**config.mk**
```make
export PLATFORM = sky130hd
export DESIGN_NAME = i2c_master_transaction_sequencer_flat
export DESIGN_NICKNAME = d
export VERILOG_FILES = /design/src/rtl/i2cm_seq_pkg.sv /design/src/rtl/i2cm_seq_if.sv /design/src/rtl/i2cm_seq_wbuf.sv /design/src/rtl/i2c_master_transaction_sequencer.sv /design/src/flat_wrapper.sv
export SDC_FILE = /design/constraint.sdc
export NUM_CORES = 1
export LEC_CHECK = 0
export BUFFER_PORTS_ARGS = -buffer_cell sky130_fd_sc_hd__buf_4
export CORE_UTILIZATION = 50
export DETAILED_ROUTE_END_ITERATION = 8
export GPL_ROUTABILITY_DRIVEN = 0
export PLACE_DENSITY = 0.69
export SETUP_SLACK_MARGIN = 0.5
export SYNTH_ARGS = -nofsm -noshare
export SYNTH_HDL_FRONTEND = slang
export SYNTH_HIERARCHICAL = 1
export SYNTH_SLANG_ARGS = --single-unit
```
**constraint.sdc**
```tcl
create_clock -name clk -period 6.25 [get_ports clk]
set_clock_uncertainty 0.2 [all_clocks]
set_input_delay 0.9375 -clock clk [delete_from_list [all_inputs] [get_ports clk]]
set_output_delay 0.9375 -clock clk [all_outputs]
set_load 0.05 [all_outputs]
```
**src/rtl/i2cm_seq_pkg.sv**
```systemverilog
// ----------------------------------------------------------------------------
// I2C master sequencer package
// Buffer sizing, command and bus codes, the phase type and shared structs.
// ----------------------------------------------------------------------------
package i2cm_seq_pkg;

  // Write buffer depth and the address width that follows from it.
  localparam int WRITE_DEPTH = 16;
  localparam int WBUF_AW     = (WRITE_DEPTH > 1) ? $clog2(WRITE_DEPTH) : 1;

  // Incoming bus event codes.
  localparam logic [2:0] CMD_LOAD      = 3'd0;
  localparam logic [2:0] CMD_START     = 3'd1;
  localparam logic [2:0] CMD_ACK       = 3'd2;
  localparam logic [2:0] CMD_NACK      = 3'd3;
  localparam logic [2:0] CMD_RX        = 3'd4;
  localparam logic [2:0] CMD_STOP_DONE = 3'd5;
  // Codes with no meaning; they are always refused.
  localparam logic [2:0] CMD_RSVD_A    = 3'd6;
  localparam logic [2:0] CMD_RSVD_B    = 3'd7;

  // Bus operation codes issued with a result.
  localparam logic [2:0] BUS_NONE      = 3'd0;
  localparam logic [2:0] BUS_START     = 3'd1;
  localparam logic [2:0] BUS_STOP      = 3'd2;
  localparam logic [2:0] BUS_ACK       = 3'd3;
  localparam logic [2:0] BUS_NACK_STOP = 3'd4;

  // Transaction phase.
  typedef enum logic [2:0] {
    PH_IDLE,
    PH_REQ_DEV,
    PH_WRITE,
    PH_REQ_READ,
    PH_READ,
    PH_CLOSE
  } phase_t;

  // One bus event as held in the input register.
  typedef struct packed {
    logic [2:0]  command;
    logic [3:0]  index;
    logic [7:0]  data_byte;
    logic [6:0]  dev_addr;
    logic        read_request;
    logic [4:0]  write_count;
    logic [7:0]  read_count;
    logic [31:0] event_tag;
  } evt_t;

  // One result as held in the result register.
  typedef struct packed {
    logic [2:0]  bus_command;
    logic        tx_valid;
    logic [7:0]  tx_byte;
    logic        read_valid;
    logic [7:0]  read_index;
    logic [7:0]  read_byte;
    logic        done_res;
    logic [31:0] done_tag;
    logic        fault;
    logic        idle;
  } res_t;

  // Write port of the buffer.
  typedef struct packed {
    logic               en;
    logic [WBUF_AW-1:0] addr;
    logic [7:0]         data;
  } wbuf_wr_t;

  // Address byte with the direction bit in the least significant place.
  function automatic logic [7:0] addr_byte(input logic [6:0] addr, input logic rd);
    addr_byte = {addr, rd};
  endfunction

endpackage

```
**src/rtl/i2cm_seq_if.sv**
```systemverilog
// ----------------------------------------------------------------------------
// I2C master sequencer channel interfaces
// Valid/ready channels for bus events in and results out.
// ----------------------------------------------------------------------------

// Bus event channel.
interface i2cm_seq_evt_if;
  logic        valid;
  logic        ready;
  logic [2:0]  command;
  logic [3:0]  index;
  logic [7:0]  data_byte;
  logic [6:0]  dev_addr;
  logic        read_request;
  logic [4:0]  write_count;
  logic [7:0]  read_count;
  logic [31:0] event_tag;

  modport source (
    output valid, command, index, data_byte, dev_addr, read_request,
           write_count, read_count, event_tag,
    input  ready
  );
  modport sink (
    input  valid, command, index, data_byte, dev_addr, read_request,
           write_count, read_count, event_tag,
    output ready
  );
endinterface

// Result channel.
interface i2cm_seq_res_if;
  logic        valid;
  logic        ready;
  logic [2:0]  bus_command;
  logic        tx_valid;
  logic [7:0]  tx_byte;
  logic        read_valid;
  logic [7:0]  read_index;
  logic [7:0]  read_byte;
  logic        done_res;
  logic [31:0] done_tag;
  logic        fault;
  logic        idle;

  modport source (
    output valid, bus_command, tx_valid, tx_byte, read_valid, read_index,
           read_byte, done_res, done_tag, fault, idle,
    input  ready
  );
  modport sink (
    input  valid, bus_command, tx_valid, tx_byte, read_valid, read_index,
           read_byte, done_res, done_tag, fault, idle,
    output ready
  );
endinterface

```
**src/rtl/i2cm_seq_wbuf.sv**
```systemverilog
// ----------------------------------------------------------------------------
// I2C master sequencer write buffer
// Store of outgoing data bytes, one write port and one registered read port.
// ----------------------------------------------------------------------------
module i2cm_seq_wbuf (
  input  logic                   clk,
  input  i2cm_seq_pkg::wbuf_wr_t wr,
  input  logic [4:0]             rd_pos,
  output logic [7:0]             rd_data
);

  logic [7:0] mem [i2cm_seq_pkg::WRITE_DEPTH];

  // Entries hold whatever was last loaded; there is no reset.
  always_ff @(posedge clk) begin
    if (wr.en) begin
      mem[wr.addr] <= wr.data;
    end
  end

  // The read data is registered. A position past the end of the buffer reads
  // as zero.
  always_ff @(posedge clk) begin
    if (32'(rd_pos) < i2cm_seq_pkg::WRITE_DEPTH) begin
      rd_data <= mem[rd_pos[i2cm_seq_pkg::WBUF_AW-1:0]];
    end else begin
      rd_data <= 8'd0;
    end
  end

endmodule

```
**src/rtl/i2c_master_transaction_sequencer.sv**
```systemverilog
// ----------------------------------------------------------------------------
// I2C master transaction sequencer
// Turns bus events into START, data, repeated START, read and STOP steps.
// ----------------------------------------------------------------------------
// The sequencer takes one bus event per clock cycle unless a waiting result
// holds it up, and returns exactly one result for each: the event is first
// captured in an input register, then decoded against the current phase in a
// single pass of logic and written to the result register, at which point the
// phase and counters advance. The next event is therefore always decoded
// against the state left by the one before it. A result waiting on the output
// stalls the pipeline only once both registers are full. Load write bytes
// while idle, then send a start event; illegal events return a fault result
// and leave the state untouched.
module i2c_master_transaction_sequencer (
  input logic            clk,
  input logic            rst,
  i2cm_seq_evt_if.sink   bus_evt,
  i2cm_seq_res_if.source result
);

  // Input register
  logic                 s1_valid;
  i2cm_seq_pkg::evt_t   s1;
  logic                 out_free;
  logic                 advance;

  // Transaction state
  i2cm_seq_pkg::phase_t phase, phase_next;
  logic [6:0]           target_address, target_address_next;
  logic                 read_wanted, read_wanted_next;
  logic [4:0]           write_total, write_total_next;
  logic [7:0]           read_total, read_total_next;
  logic [4:0]           bytes_written, bytes_written_next;
  logic [7:0]           bytes_read, bytes_read_next;
  logic [31:0]          saved_tag, saved_tag_next;

  // Decode
  logic                 legal;
  logic                 load_in_range;
  logic [4:0]           wr_count_inc;
  logic [7:0]           rd_count_inc;
  logic                 wr_last;
  logic                 rd_last;
  i2cm_seq_pkg::phase_t pf_phase;
  logic [4:0]           pf_written;
  logic [4:0]           buf_pos;
  logic [7:0]           buf_data;
  i2cm_seq_pkg::wbuf_wr_t wbuf_wr;

  // Result register
  logic                 res_valid;
  i2cm_seq_pkg::res_t   res, res_next;

  // Handshake: an event moves on when the result register can take it.
  assign out_free      = !res_valid || result.ready;
  assign advance       = s1_valid && out_free;
  assign bus_evt.ready = !s1_valid || advance;

  always_ff @(posedge clk) begin
    if (rst) begin
      s1_valid <= 1'b0;
    end else if (bus_evt.ready) begin
      s1_valid <= bus_evt.valid;
    end
  end

  always_ff @(posedge clk) begin
    if (bus_evt.ready && bus_evt.valid) begin
      s1.command      <= bus_evt.command;
      s1.index        <= bus_evt.index;
      s1.data_byte    <= bus_evt.data_byte;
      s1.dev_addr     <= bus_evt.dev_addr;
      s1.read_request <= bus_evt.read_request;
      s1.write_count  <= bus_evt.write_count;
      s1.read_count   <= bus_evt.read_count;
      s1.event_tag    <= bus_evt.event_tag;
    end
  end

  // Counter steps and end-of-phase tests.
  assign wr_count_inc  = bytes_written + 5'd1;
  assign rd_count_inc  = bytes_read + 8'd1;
  assign wr_last       = wr_count_inc >= write_total;
  assign rd_last       = rd_count_inc >= read_total;
  assign load_in_range = 32'(s1.index) < i2cm_seq_pkg::WRITE_DEPTH;

  // The buffer read is registered, so its position is set from the state that
  // the next event will see. The first data byte comes from position zero,
  // later ones follow the count. Loads happen only while idle, so the fetched
  // byte is always current by the time it is sent.
  assign pf_phase   = advance ? phase_next : phase;
  assign pf_written = advance ? bytes_written_next : bytes_written;
  assign buf_pos    = (pf_phase == i2cm_seq_pkg::PH_REQ_DEV) ? 5'd0 : pf_written + 5'd1;

  assign wbuf_wr.en   = advance && legal && (s1.command == i2cm_seq_pkg::CMD_LOAD);
  assign wbuf_wr.addr = s1.index[i2cm_seq_pkg::WBUF_AW-1:0];
  assign wbuf_wr.data = s1.data_byte;

  i2cm_seq_wbuf u_wbuf (
    .clk     (clk),
    .wr      (wbuf_wr),
    .rd_pos  (buf_pos),
    .rd_data (buf_data)
  );

  // Which events the current phase accepts.
  always_comb begin
    case (s1.command)
      i2cm_seq_pkg::CMD_LOAD:      legal = (phase == i2cm_seq_pkg::PH_IDLE) && load_in_range;
      i2cm_seq_pkg::CMD_START:     legal = (phase == i2cm_seq_pkg::PH_IDLE);
      i2cm_seq_pkg::CMD_ACK:       legal = phase inside {i2cm_seq_pkg::PH_REQ_DEV,
                                                         i2cm_seq_pkg::PH_WRITE,
                                                         i2cm_seq_pkg::PH_REQ_READ};
      i2cm_seq_pkg::CMD_NACK:      legal = (phase == i2cm_seq_pkg::PH_REQ_READ) && read_wanted;
      i2cm_seq_pkg::CMD_RX:        legal = (phase == i2cm_seq_pkg::PH_READ);
      i2cm_seq_pkg::CMD_STOP_DONE: legal = (phase == i2cm_seq_pkg::PH_CLOSE);
      default:                     legal = 1'b0;
    endcase
  end

  // Next phase and counters.
  always_comb begin
    phase_next          = phase;
    target_address_next = target_address;
    read_wanted_next    = read_wanted;
    write_total_next    = write_total;
    read_total_next     = read_total;
    bytes_written_next  = bytes_written;
    bytes_read_next     = bytes_read;
    saved_tag_next      = saved_tag;
    if (legal) begin
      case (s1.command)
        i2cm_seq_pkg::CMD_START: begin
          target_address_next = s1.dev_addr;
          read_wanted_next    = s1.read_request;
          write_total_next    = (32'(s1.write_count) > i2cm_seq_pkg::WRITE_DEPTH) ?
                                5'(i2cm_seq_pkg::WRITE_DEPTH) : s1.write_count;
          read_total_next     = s1.read_count;
          bytes_written_next  = 5'd0;
          bytes_read_next     = 8'd0;
          saved_tag_next      = s1.event_tag;
          phase_next          = i2cm_seq_pkg::PH_REQ_DEV;
        end
        i2cm_seq_pkg::CMD_ACK: begin
          case (phase)
            i2cm_seq_pkg::PH_REQ_DEV: begin
              phase_next = i2cm_seq_pkg::PH_WRITE;
            end
            i2cm_seq_pkg::PH_WRITE: begin
              bytes_written_next = wr_count_inc;
              if (wr_last) begin
                phase_next = read_wanted ? i2cm_seq_pkg::PH_REQ_READ
                                         : i2cm_seq_pkg::PH_CLOSE;
              end
            end
            i2cm_seq_pkg::PH_REQ_READ: begin
              phase_next = i2cm_seq_pkg::PH_READ;
            end
            default: begin
              phase_next = phase;
            end
          endcase
        end
        i2cm_seq_pkg::CMD_RX: begin
          bytes_read_next = rd_count_inc;
          if (rd_last) begin
            phase_next = i2cm_seq_pkg::PH_CLOSE;
          end
        end
        i2cm_seq_pkg::CMD_STOP_DONE: begin
          phase_next = i2cm_seq_pkg::PH_IDLE;
        end
        default: begin
          phase_next = phase;
        end
      endcase
    end
  end

  // Result fields; an illegal event reports only fault and idle.
  always_comb begin
    res_next = '0;
    if (legal) begin
      case (s1.command)
        i2cm_seq_pkg::CMD_START: begin
          res_next.bus_command = i2cm_seq_pkg::BUS_START;
          res_next.tx_valid    = 1'b1;
          res_next.tx_byte     = i2cm_seq_pkg::addr_byte(s1.dev_addr, 1'b0);
        end
        i2cm_seq_pkg::CMD_ACK: begin
          case (phase)
            i2cm_seq_pkg::PH_REQ_DEV: begin
              res_next.tx_valid = 1'b1;
              res_next.tx_byte  = buf_data;
            end
            i2cm_seq_pkg::PH_WRITE: begin
              if (!wr_last) begin
                res_next.tx_valid = 1'b1;
                res_next.tx_byte  = buf_data;
              end else if (read_wanted) begin
                res_next.bus_command = i2cm_seq_pkg::BUS_START;
                res_next.tx_valid    = 1'b1;
                res_next.tx_byte     = i2cm_seq_pkg::addr_byte(target_address, 1'b1);
              end else begin
                res_next.bus_command = i2cm_seq_pkg::BUS_STOP;
              end
            end
            default: begin
              res_next.bus_command = i2cm_seq_pkg::BUS_NONE;
            end
          endcase
        end
        i2cm_seq_pkg::CMD_NACK: begin
          res_next.bus_command = i2cm_seq_pkg::BUS_START;
          res_next.tx_valid    = 1'b1;
          res_next.tx_byte     = i2cm_seq_pkg::addr_byte(target_address, 1'b1);
        end
        i2cm_seq_pkg::CMD_RX: begin
          res_next.read_valid  = 1'b1;
          res_next.read_index  = bytes_read;
          res_next.read_byte   = s1.data_byte;
          res_next.bus_command = rd_last ? i2cm_seq_pkg::BUS_NACK_STOP
                                         : i2cm_seq_pkg::BUS_ACK;
        end
        i2cm_seq_pkg::CMD_STOP_DONE: begin
          res_next.done_res = 1'b1;
          res_next.done_tag = saved_tag;
        end
        default: begin
          res_next.bus_command = i2cm_seq_pkg::BUS_NONE;
        end
      endcase
    end
    res_next.fault = !legal;
    res_next.idle  = (phase_next == i2cm_seq_pkg::PH_IDLE);
  end

  // State advances as the event's result is written.
  always_ff @(posedge clk) begin
    if (rst) begin
      phase          <= i2cm_seq_pkg::PH_IDLE;
      target_address <= 7'd0;
      read_wanted    <= 1'b0;
      write_total    <= 5'd0;
      read_total     <= 8'd0;
      bytes_written  <= 5'd0;
      bytes_read     <= 8'd0;
      saved_tag      <= 32'd0;
    end else if (advance) begin
      phase          <= phase_next;
      target_address <= target_address_next;
      read_wanted    <= read_wanted_next;
      write_total    <= write_total_next;
      read_total     <= read_total_next;
      bytes_written  <= bytes_written_next;
      bytes_read     <= bytes_read_next;
      saved_tag      <= saved_tag_next;
    end
  end

  // Result register.
  always_ff @(posedge clk) begin
    if (rst) begin
      res_valid <= 1'b0;
    end else if (out_free) begin
      res_valid <= s1_valid;
    end
  end

  always_ff @(posedge clk) begin
    if (advance) begin
      res <= res_next;
    end
  end

  assign result.valid       = res_valid;
  assign result.bus_command = res.bus_command;
  assign result.tx_valid    = res.tx_valid;
  assign result.tx_byte     = res.tx_byte;
  assign result.read_valid  = res.read_valid;
  assign result.read_index  = res.read_index;
  assign result.read_byte   = res.read_byte;
  assign result.done_res    = res.done_res;
  assign result.done_tag    = res.done_tag;
  assign result.fault       = res.fault;
  assign result.idle        = res.idle;

endmodule

```
**src/flat_wrapper.sv**
```systemverilog
// flat-port wrapper written by rule: the top's interface ports become plain ports
module i2c_master_transaction_sequencer_flat 
  (clk, rst, bus_evt_valid, bus_evt_command, bus_evt_index, bus_evt_data_byte, bus_evt_dev_addr, bus_evt_read_request, bus_evt_write_count, bus_evt_read_count, bus_evt_event_tag, bus_evt_ready, result_valid, result_bus_command, result_tx_valid, result_tx_byte, result_read_valid, result_read_index, result_read_byte, result_done_res, result_done_tag, result_fault, result_idle, result_ready);
  i2cm_seq_evt_if bus_evt_i ();
  i2cm_seq_res_if result_i ();
  input logic clk;
  input logic rst;
  input wire logic [$bits(bus_evt_i.valid)-1:0] bus_evt_valid;
  input wire logic [$bits(bus_evt_i.command)-1:0] bus_evt_command;
  input wire logic [$bits(bus_evt_i.index)-1:0] bus_evt_index;
  input wire logic [$bits(bus_evt_i.data_byte)-1:0] bus_evt_data_byte;
  input wire logic [$bits(bus_evt_i.dev_addr)-1:0] bus_evt_dev_addr;
  input wire logic [$bits(bus_evt_i.read_request)-1:0] bus_evt_read_request;
  input wire logic [$bits(bus_evt_i.write_count)-1:0] bus_evt_write_count;
  input wire logic [$bits(bus_evt_i.read_count)-1:0] bus_evt_read_count;
  input wire logic [$bits(bus_evt_i.event_tag)-1:0] bus_evt_event_tag;
  output wire logic [$bits(bus_evt_i.ready)-1:0] bus_evt_ready;
  output wire logic [$bits(result_i.valid)-1:0] result_valid;
  output wire logic [$bits(result_i.bus_command)-1:0] result_bus_command;
  output wire logic [$bits(result_i.tx_valid)-1:0] result_tx_valid;
  output wire logic [$bits(result_i.tx_byte)-1:0] result_tx_byte;
  output wire logic [$bits(result_i.read_valid)-1:0] result_read_valid;
  output wire logic [$bits(result_i.read_index)-1:0] result_read_index;
  output wire logic [$bits(result_i.read_byte)-1:0] result_read_byte;
  output wire logic [$bits(result_i.done_res)-1:0] result_done_res;
  output wire logic [$bits(result_i.done_tag)-1:0] result_done_tag;
  output wire logic [$bits(result_i.fault)-1:0] result_fault;
  output wire logic [$bits(result_i.idle)-1:0] result_idle;
  input wire logic [$bits(result_i.ready)-1:0] result_ready;
  assign bus_evt_i.valid = bus_evt_valid;
  assign bus_evt_i.command = bus_evt_command;
  assign bus_evt_i.index = bus_evt_index;
  assign bus_evt_i.data_byte = bus_evt_data_byte;
  assign bus_evt_i.dev_addr = bus_evt_dev_addr;
  assign bus_evt_i.read_request = bus_evt_read_request;
  assign bus_evt_i.write_count = bus_evt_write_count;
  assign bus_evt_i.read_count = bus_evt_read_count;
  assign bus_evt_i.event_tag = bus_evt_event_tag;
  assign bus_evt_ready = bus_evt_i.ready;
  assign result_valid = result_i.valid;
  assign result_bus_command = result_i.bus_command;
  assign result_tx_valid = result_i.tx_valid;
  assign result_tx_byte = result_i.tx_byte;
  assign result_read_valid = result_i.read_valid;
  assign result_read_index = result_i.read_index;
  assign result_read_byte = result_i.read_byte;
  assign result_done_res = result_i.done_res;
  assign result_done_tag = result_i.done_tag;
  assign result_fault = result_i.fault;
  assign result_idle = result_i.idle;
  assign result_i.ready = result_ready;
  i2c_master_transaction_sequencer u_core (.clk(clk), .rst(rst), .bus_evt(bus_evt_i), .result(result_i));
endmodule
```
-- Yosys cells after proc, flatten, opt, wreduce, memory -nomap -nowiden
Memories as Yosys holds them, arrays and structs flattened. A register that Yosys moved wholly into a read port is not among the register bits.
Index checks and enable logic that the tools add are counted.
- input bits: 72
- flip-flop bits (word level): 203
- word-level logic and storage cells: 97
- memory bits (writable): 128
- bits in read-only memories: 0
- latch bits: 0
- output and inout port bits: 66
- memories kept: 1
- memories (memory ; depth ; bits a word ; read ports ; clocked after memory_dff ; wr ports ; RTL line ; RTL):
    u_core.u_wbuf.mem ; 16 ; 8 ; 1 ; 1 ; 1 ; i2cm_seq_wbuf.sv:12 ; logic [7:0] mem [i2cm_seq_pkg::WRITE_DEPTH];
- shifts and indexed selects: 0
- eq/ne operators: 11
- reductions and logical operators: 22
- multipliers: 0
- multiplexer cells: 28
- $add $sub $neg: 3
- div/mod/pow operators: 0
- magnitude comparators: 4
- bitwise operators: 0
- operators with widths (kind ; count):
    33-bit two-way mux ; 1
    9-bit one-hot mux with 3 select lines ; 1
    5-bit two-way mux ; 5
    3-bit two-way mux ; 8
    9-bit two-way mux ; 2
    3-bit one-hot mux with 3 select lines ; 2
    9-bit one-hot mux with 2 select lines ; 1
    17-bit two-way mux ; 1
    8-bit one-hot mux with 2 select lines ; 1
    3-bit by 2-bit == test with 1-bit output (second input constant) ; 4
    3-bit == test (second input constant) ; 4
    3-bit one-hot mux with 4 select lines ; 1
    5-bit by 1-bit adder with 5-bit output (second input constant) ; 2
    5-bit one-hot mux with 2 select lines ; 1
    3-bit by 1-bit == test with 1-bit output (second input constant) ; 3
    3-bit zero test ; 3
    8-bit by 1-bit adder with 8-bit output (second input constant) ; 1
    8-bit >= comparator ; 1
    3-bit AND reduction ; 2
    5-bit >= comparator ; 1
    5-bit greater-than comparator (second input constant) ; 1
    1-bit logical AND ; 5
    5-bit < comparator (second input constant) ; 1
    1-bit one-hot mux with 5 select lines ; 1
    8 further kinds ; 15

-- Logic depth before layout (Yosys ltp)
- depth in word-level cells: 11
- mapped depth: 19
- depth with buffers taken out: 16

-- Hierarchy
Netlist, hierarchy kept.
- modules (own cells, without submodules) (module ; area an instance (um^2) ; seq. area each (um^2) ; times used ; cells each):
    i2c_master_transaction_sequencer ; 8107.8 ; 5385.2 ; 1 ; 672
    i2cm_seq_wbuf ; 5282.6 ; 4003.8 ; 1 ; 259

-- Worst setup path after synthesis
No wires, ideal clock.
- path type: input-to-reg
- from: in result_ready
- to: reg u_core.u_wbuf.rd_data[4], read port of u_core.u_wbuf.mem
- library setup time: 120 ps
- stages: 13
- arrival: 4423 ps
- required time: 5930 ps
- setup slack: 1507 ps
- path buffers: 2
- cells stage by stage: nand2b_1 -> nand2_1 -> inv_1 -> nand2_1 -> mux2i_1 -> ha_1 -> xnor2_1 -> nor2_1 -> buf_4 -> clkbuf_1 -> mux4_2 -> a211oi_2 -> a21oi_1
- word-level cells in the longest chain between the ends: 7
- elaborated cells on any way between the ends: 9
- classes of those cells: add/sub: 1; order compare: 1; eq/ne: 1; mux: 3; reduce/logical: 3
- ends and longest elaborated chain (what ; RTL line ; RTL):
    start, declared ; flat_wrapper.sv:29 ; input wire logic [$bits(result_i.ready)-1:0] result_ready;
    1-bit logical OR * ; i2c_master_transaction_sequencer.sv:55 ; assign out_free = !res_valid || result.ready;
    1-bit logical AND * ; i2c_master_transaction_sequencer.sv:56 ; assign advance = s1_valid && out_free;
    net u_core.advance ; i2c_master_transaction_sequencer.sv:25 ; logic advance;
    5-bit two-way mux * ; - ;
    net u_core.pf_written[0] ; i2c_master_transaction_sequencer.sv:45 ; logic [4:0] pf_written;
    5-bit by 1-bit adder with 5-bit output * ; i2c_master_transaction_sequencer.sv:93 ; assign buf_pos = (pf_phase == i2cm_seq_pkg::PH_REQ_DEV) ? 5'd0 : pf_written + 5'd1;
    5-bit two-way mux * ; i2c_master_transaction_sequencer.sv:93 ;
    net u_core.buf_pos[2] ; i2c_master_transaction_sequencer.sv:46 ; logic [4:0] buf_pos;
    5-bit < comparator ; i2cm_seq_wbuf.sv:24 ; if (32'(rd_pos) < i2cm_seq_pkg::WRITE_DEPTH) begin
    1-bit zero test (no source line) ; - ;
    end, declared ; i2cm_seq_wbuf.sv:9 ; output logic [7:0] rd_data
Mark *: on every way through the listed nets, which the timed path passes. The rest lies on a longest branch.
A chain may end at the register's enable or synchronous reset.

-- Worst setup path after layout
- from: reg u_core.bytes_read[0]
- to: reg u_core.u_wbuf.rd_data[4], read port of u_core.u_wbuf.mem
- word-level cells in the longest chain between the ends: 10
- ends and longest elaborated chain (what ; RTL line ; RTL):
    start, declared ; i2c_master_transaction_sequencer.sv:34 ; logic [7:0] bytes_read, bytes_read_next;
    start signal, assigned ; i2c_master_transaction_sequencer.sv:256 ; bytes_read <= bytes_read_next;
    8-bit by 1-bit adder with 8-bit output * ; i2c_master_transaction_sequencer.sv:82 ; assign rd_count_inc = bytes_read + 8'd1;
    8-bit >= comparator * ; i2c_master_transaction_sequencer.sv:84 ; assign rd_last = rd_count_inc >= read_total;
    3-bit two-way mux * ; i2c_master_transaction_sequencer.sv:166 ; if (rd_last) begin
    3-bit one-hot mux with 4 select lines * ; i2c_master_transaction_sequencer.sv:132 ; case (s1.command)
    3-bit two-way mux * ; i2c_master_transaction_sequencer.sv:131 ; if (legal) begin
    3-bit two-way mux * ; i2c_master_transaction_sequencer.sv:91 ; assign pf_phase = advance ? phase_next : phase;
    3-bit by 1-bit == test with 1-bit output * ; i2c_master_transaction_sequencer.sv:93 ;
    5-bit two-way mux * ; i2c_master_transaction_sequencer.sv:93 ;
    net u_core.buf_pos[2] ; i2c_master_transaction_sequencer.sv:46 ;
    5-bit < comparator ; i2cm_seq_wbuf.sv:24 ;
    1-bit zero test (no source line) ; - ;
Marks and branches as above.

==> reports/results.ini <==
[worst_setup_path]
critical_path_depth=17
required_ns=6.44
r2r_end=u_core/u_wbuf/rd_data[4]
critPathMaxStageDelay_ns=0.70
startpoint_type=register
crit_chain=ha_1, nand3_1, nor2_1, xor2_1, ha_1, a21oi_1, nand2_1, a221oi_1, o211ai_1, a21oi_1, nor4_4, nor2_1, buf_4, nor2b_1, a22oi_1, a211oi_2, a21oi_1
worst_setup_path_end_kind=register
rrSetupSlack_ns=1.27
crit_top_cell=a21oi_1
r2r_cells=17
r2r_start=u_core/bytes_read[0]
cp_slowest_cell=a221oi_1
crit_family=compound AO/OA/AOI/OAI gates
worstPathArrival_ns=5.17
critical_path_buf_inv_count=1
path_max_fanout=26
crit_type=reg2reg

[min_path]
hold_depth=2
hp-start=u_core/saved_tag[12]
hp-class=reg2reg
worst_hold_path.endpoint=u_core/saved_tag[12]

[final_layout]
fin_nets=1160
seqCellArea_um2=9389
fill_cells=1978
diodes=0
fin_cells=1431
final_layout_size_suffix_gt1_frac=0.2135
syn_to_final_growth_pct=18.29
multi_input_area_um2=3685

[power]
power.leakage_uw=0.005672
power_density_nw_per_um2=305.4
p_seq_frac=0.519
switchingPower_uw=991.3
ir_drop_mv=0.2608
power_frac_comb=0.043
power.internal_uw=3846
clockPowerShare=0.438
swShare=0.2049

[die]
num_rows=59
ios=138
die-height_um=165.7
start_util=0.5124
die-area_um2=27440
core_um2=26130
die_w_um=165.7

[logic_synthesis]
synth_ff_type=edfxtp_1
synth-edff-count=260
synth_fa_ha_area_frac=0.01495
async_reset_ff_frac=0
synth_xor_area_frac=0.008503
synth_area_um2=13390
netlist_instances=931
synth-simple-area-share=0.1138
avgSynthCellArea_um2=14.38
synth_top_area_cell=edfxtp_1
synth.mux.area_fraction=0.06214
ys_types=71
ys_ff_latch=339
yosysTopAreaCellShare=0.5831
synthTopCellsByArea=edfxtp_1 58%, dfxtp_1 12%, nand2_1 3.5%, mux4_1 2.9%, a21oi_1 2.7%
yosysSeqAreaShare=0.7012
syn_nets=1019
synth_top_family_by_area=simple AND/OR/NAND/NOR gates
yosysWarnings=6
synth_compound_area_frac=0.07457

[global_routing]
grt_max_degree=72
first_global_vias=7701
grt_usage=0.2001
grt_first_pass_wirelength_um=42840
antenna_found_initial=0
grt.overflow.total=0

[route]
dr_total_vias=7874
drt-total-wl_um=27470
drt_iter0_drc=700
wl_per_cell_um=19.20
vias_per_cell=5.502
ant_nets=0
drc=30
firstDrtPassIters=7

[timing]
clock.fmax_mhz=200.8
hold_viol_final=0
slew_headroom=0.1741
period_minus_slack_ns=4.981
tns_ns=0
rsz0062_at_grt=no
setup_viol=0
worstMarginPinSlew_ns=1.222
finalCritPeriodShare=0.7970
maxSlewViolCount=0

[place]
port_buffers=137
place_hpwl_um=17330
dp_cells=1369

[outcome]
violations=design-rule violations
status=complete, but fails checks

[clock_network]
cts_max_level=2
clkTransAtPathRegs_ns=0.06
clk_latency_ns=0.50
cts_tree=built
post_cts_buffers=0
clock_path_buffers=3
numCtsBuffers=36
cts_resized=0
cts_num_sinks=339
cts_hold_buf=0
cts-root-buf=clkbuf_16

[run]
drv_cap=0

how the worst max path moves through the flow:
stage	start	endpoint	slack, ns
2_1_floorplan	result_ready	u_core/u_wbuf/rd_data[4]	1.51
3_3_place_gp	u_core/bytes_read[0]	u_core/u_wbuf/rd_data[5]	1.65
3_5_place_dp	u_core/bytes_read[0]	u_core/u_wbuf/rd_data[4]	1.36
4_1_cts	u_core/bytes_read[0]	u_core/u_wbuf/rd_data[4]	1.37
5_1_grt	u_core/bytes_read[0]	u_core/u_wbuf/rd_data[7]	0.96
6_report	u_core/bytes_read[0]	u_core/u_wbuf/rd_data[4]	1.27
worst register-to-register path: cells and delay by family, from the launching register on:
family	cells	cell delay [ns]
buf+inv	1	0.34
compound gates	7	1.97
simple gates	6	1.20
xor+xnor	1	0.22
flops	1	0.42
fa+ha+maj	2	0.51
cells in the mapped netlist, types with 15 or more instances:
library cell,n
nor2b_1,15
buf_2,16
mux2i_1,28
and2_1,51
edfxtp_1,260
inv_1,18
a22oi_1,19
dfxtp_1,79
a21oi_1,73
nand2_1,124
mux4_1,15
nor2_1,51
clkbuf_1,17
ha_1,16
logic make-up (layout without fill, tap and decap cells):
group                    count (synthesis)  count (layout)
AO/OA/AOI/OAI                          151             151
XOR/XNOR                                13              13
adder cells (fa/ha/maj)                 16              16
buffers and inverters                   62             227
flip-flops                             339             339
multiplexers                            50              50
AND/OR/NAND/NOR                        300             300
power by group through the flow:
stage          Combinational (uW)  Sequential, uW  Clock [uW]
2_1_floorplan                79.1            2600           0
3_3_place_gp                  207            2560           0
3_5_place_dp                  209            2560           0
4_1_cts                       210            2510        2160
5_1_grt                       219            2520        2250
6_report                      207            2510        2120
layout by cell type, fill, tap and decap left out, drive strengths merged, types with 4 or more instances in the layout:
cell / netlist / routed
xnor2: 8 / 8
buf: 27 / 147
a221oi: 8 / 8
nor2b: 15 / 15
clkbuf: 17 / 44
nand3: 12 / 12
and2: 53 / 53
a211oi: 4 / 4
nand2: 124 / 124
nor2: 55 / 55
nand2b: 7 / 7
mux4: 22 / 22
nor3: 9 / 9
a21oi: 73 / 73
o21ai: 22 / 22
edfxtp: 260 / 260
nand3b: 7 / 7
bufinv: 0 / 5
ha: 16 / 16
a22oi: 19 / 19
clkinv: 0 / 12
xor2: 5 / 5
mux2i: 28 / 28
inv: 18 / 18
dfxtp: 79 / 79
registers in the layout, summed over array words and instances (netlist names), 3 cells and up:
signal                     count
u_core/bytes_read              8
u_core/bytes_written           5
u_core/phase                   3
u_core/read_total              8
u_core/result.bus_command      3
u_core/result.done_tag        32
u_core/result.read_byte        8
u_core/result.read_index       8
u_core/result.tx_byte          8
u_core/s1                     68
u_core/saved_tag              32
u_core/target_address          7
u_core/u_wbuf/mem            128
u_core/u_wbuf/rd_data          8
u_core/write_total             5
layer usage:
layer	vias up	routed length, um	global-route usage
met3	41	1625	0.03465
met2	273	13560	0.3355
met5	-	0	0
li1	3711	-	-
met4	0	417	0.04754
met1	3849	11870	0.2734
stage by stage:
step / hold WS, ns / worst slack, ns / cell area, um2 / total power [uW] / utilization
3_3_place_gp: 0.2372 / 1.654 / 14660 / 2765 / 0.5611
4_1_cts: 0.2497 / 1.366 / 15840 / 4884 / 0.6061
3_5_place_dp: 0.2418 / 1.358 / 14660 / 2767 / 0.5611
2_1_floorplan: 0.2317 / 1.507 / 13390 / 2678 / -
5_1_grt: 0.2594 / 0.9596 / 15840 / 4984 / 0.6061
6_report: 0.2481 / 1.269 / 15840 / 4837 / 0.6061
area by class of cell:
class | instances | share of cell area
Sequential cell | 339 | 0.5928
Multi-Input combinational cell | 530 | 0.2326
Timing Repair Buffer | 147 | 0.06967
Clock buffer | 44 | 0.06075
Tap cell | 335 | 0.02646
Clock inverter | 18 | 0.01343
Inverter | 18 | 0.004266
Note: power is estimated with default switching activity, not from simulation.
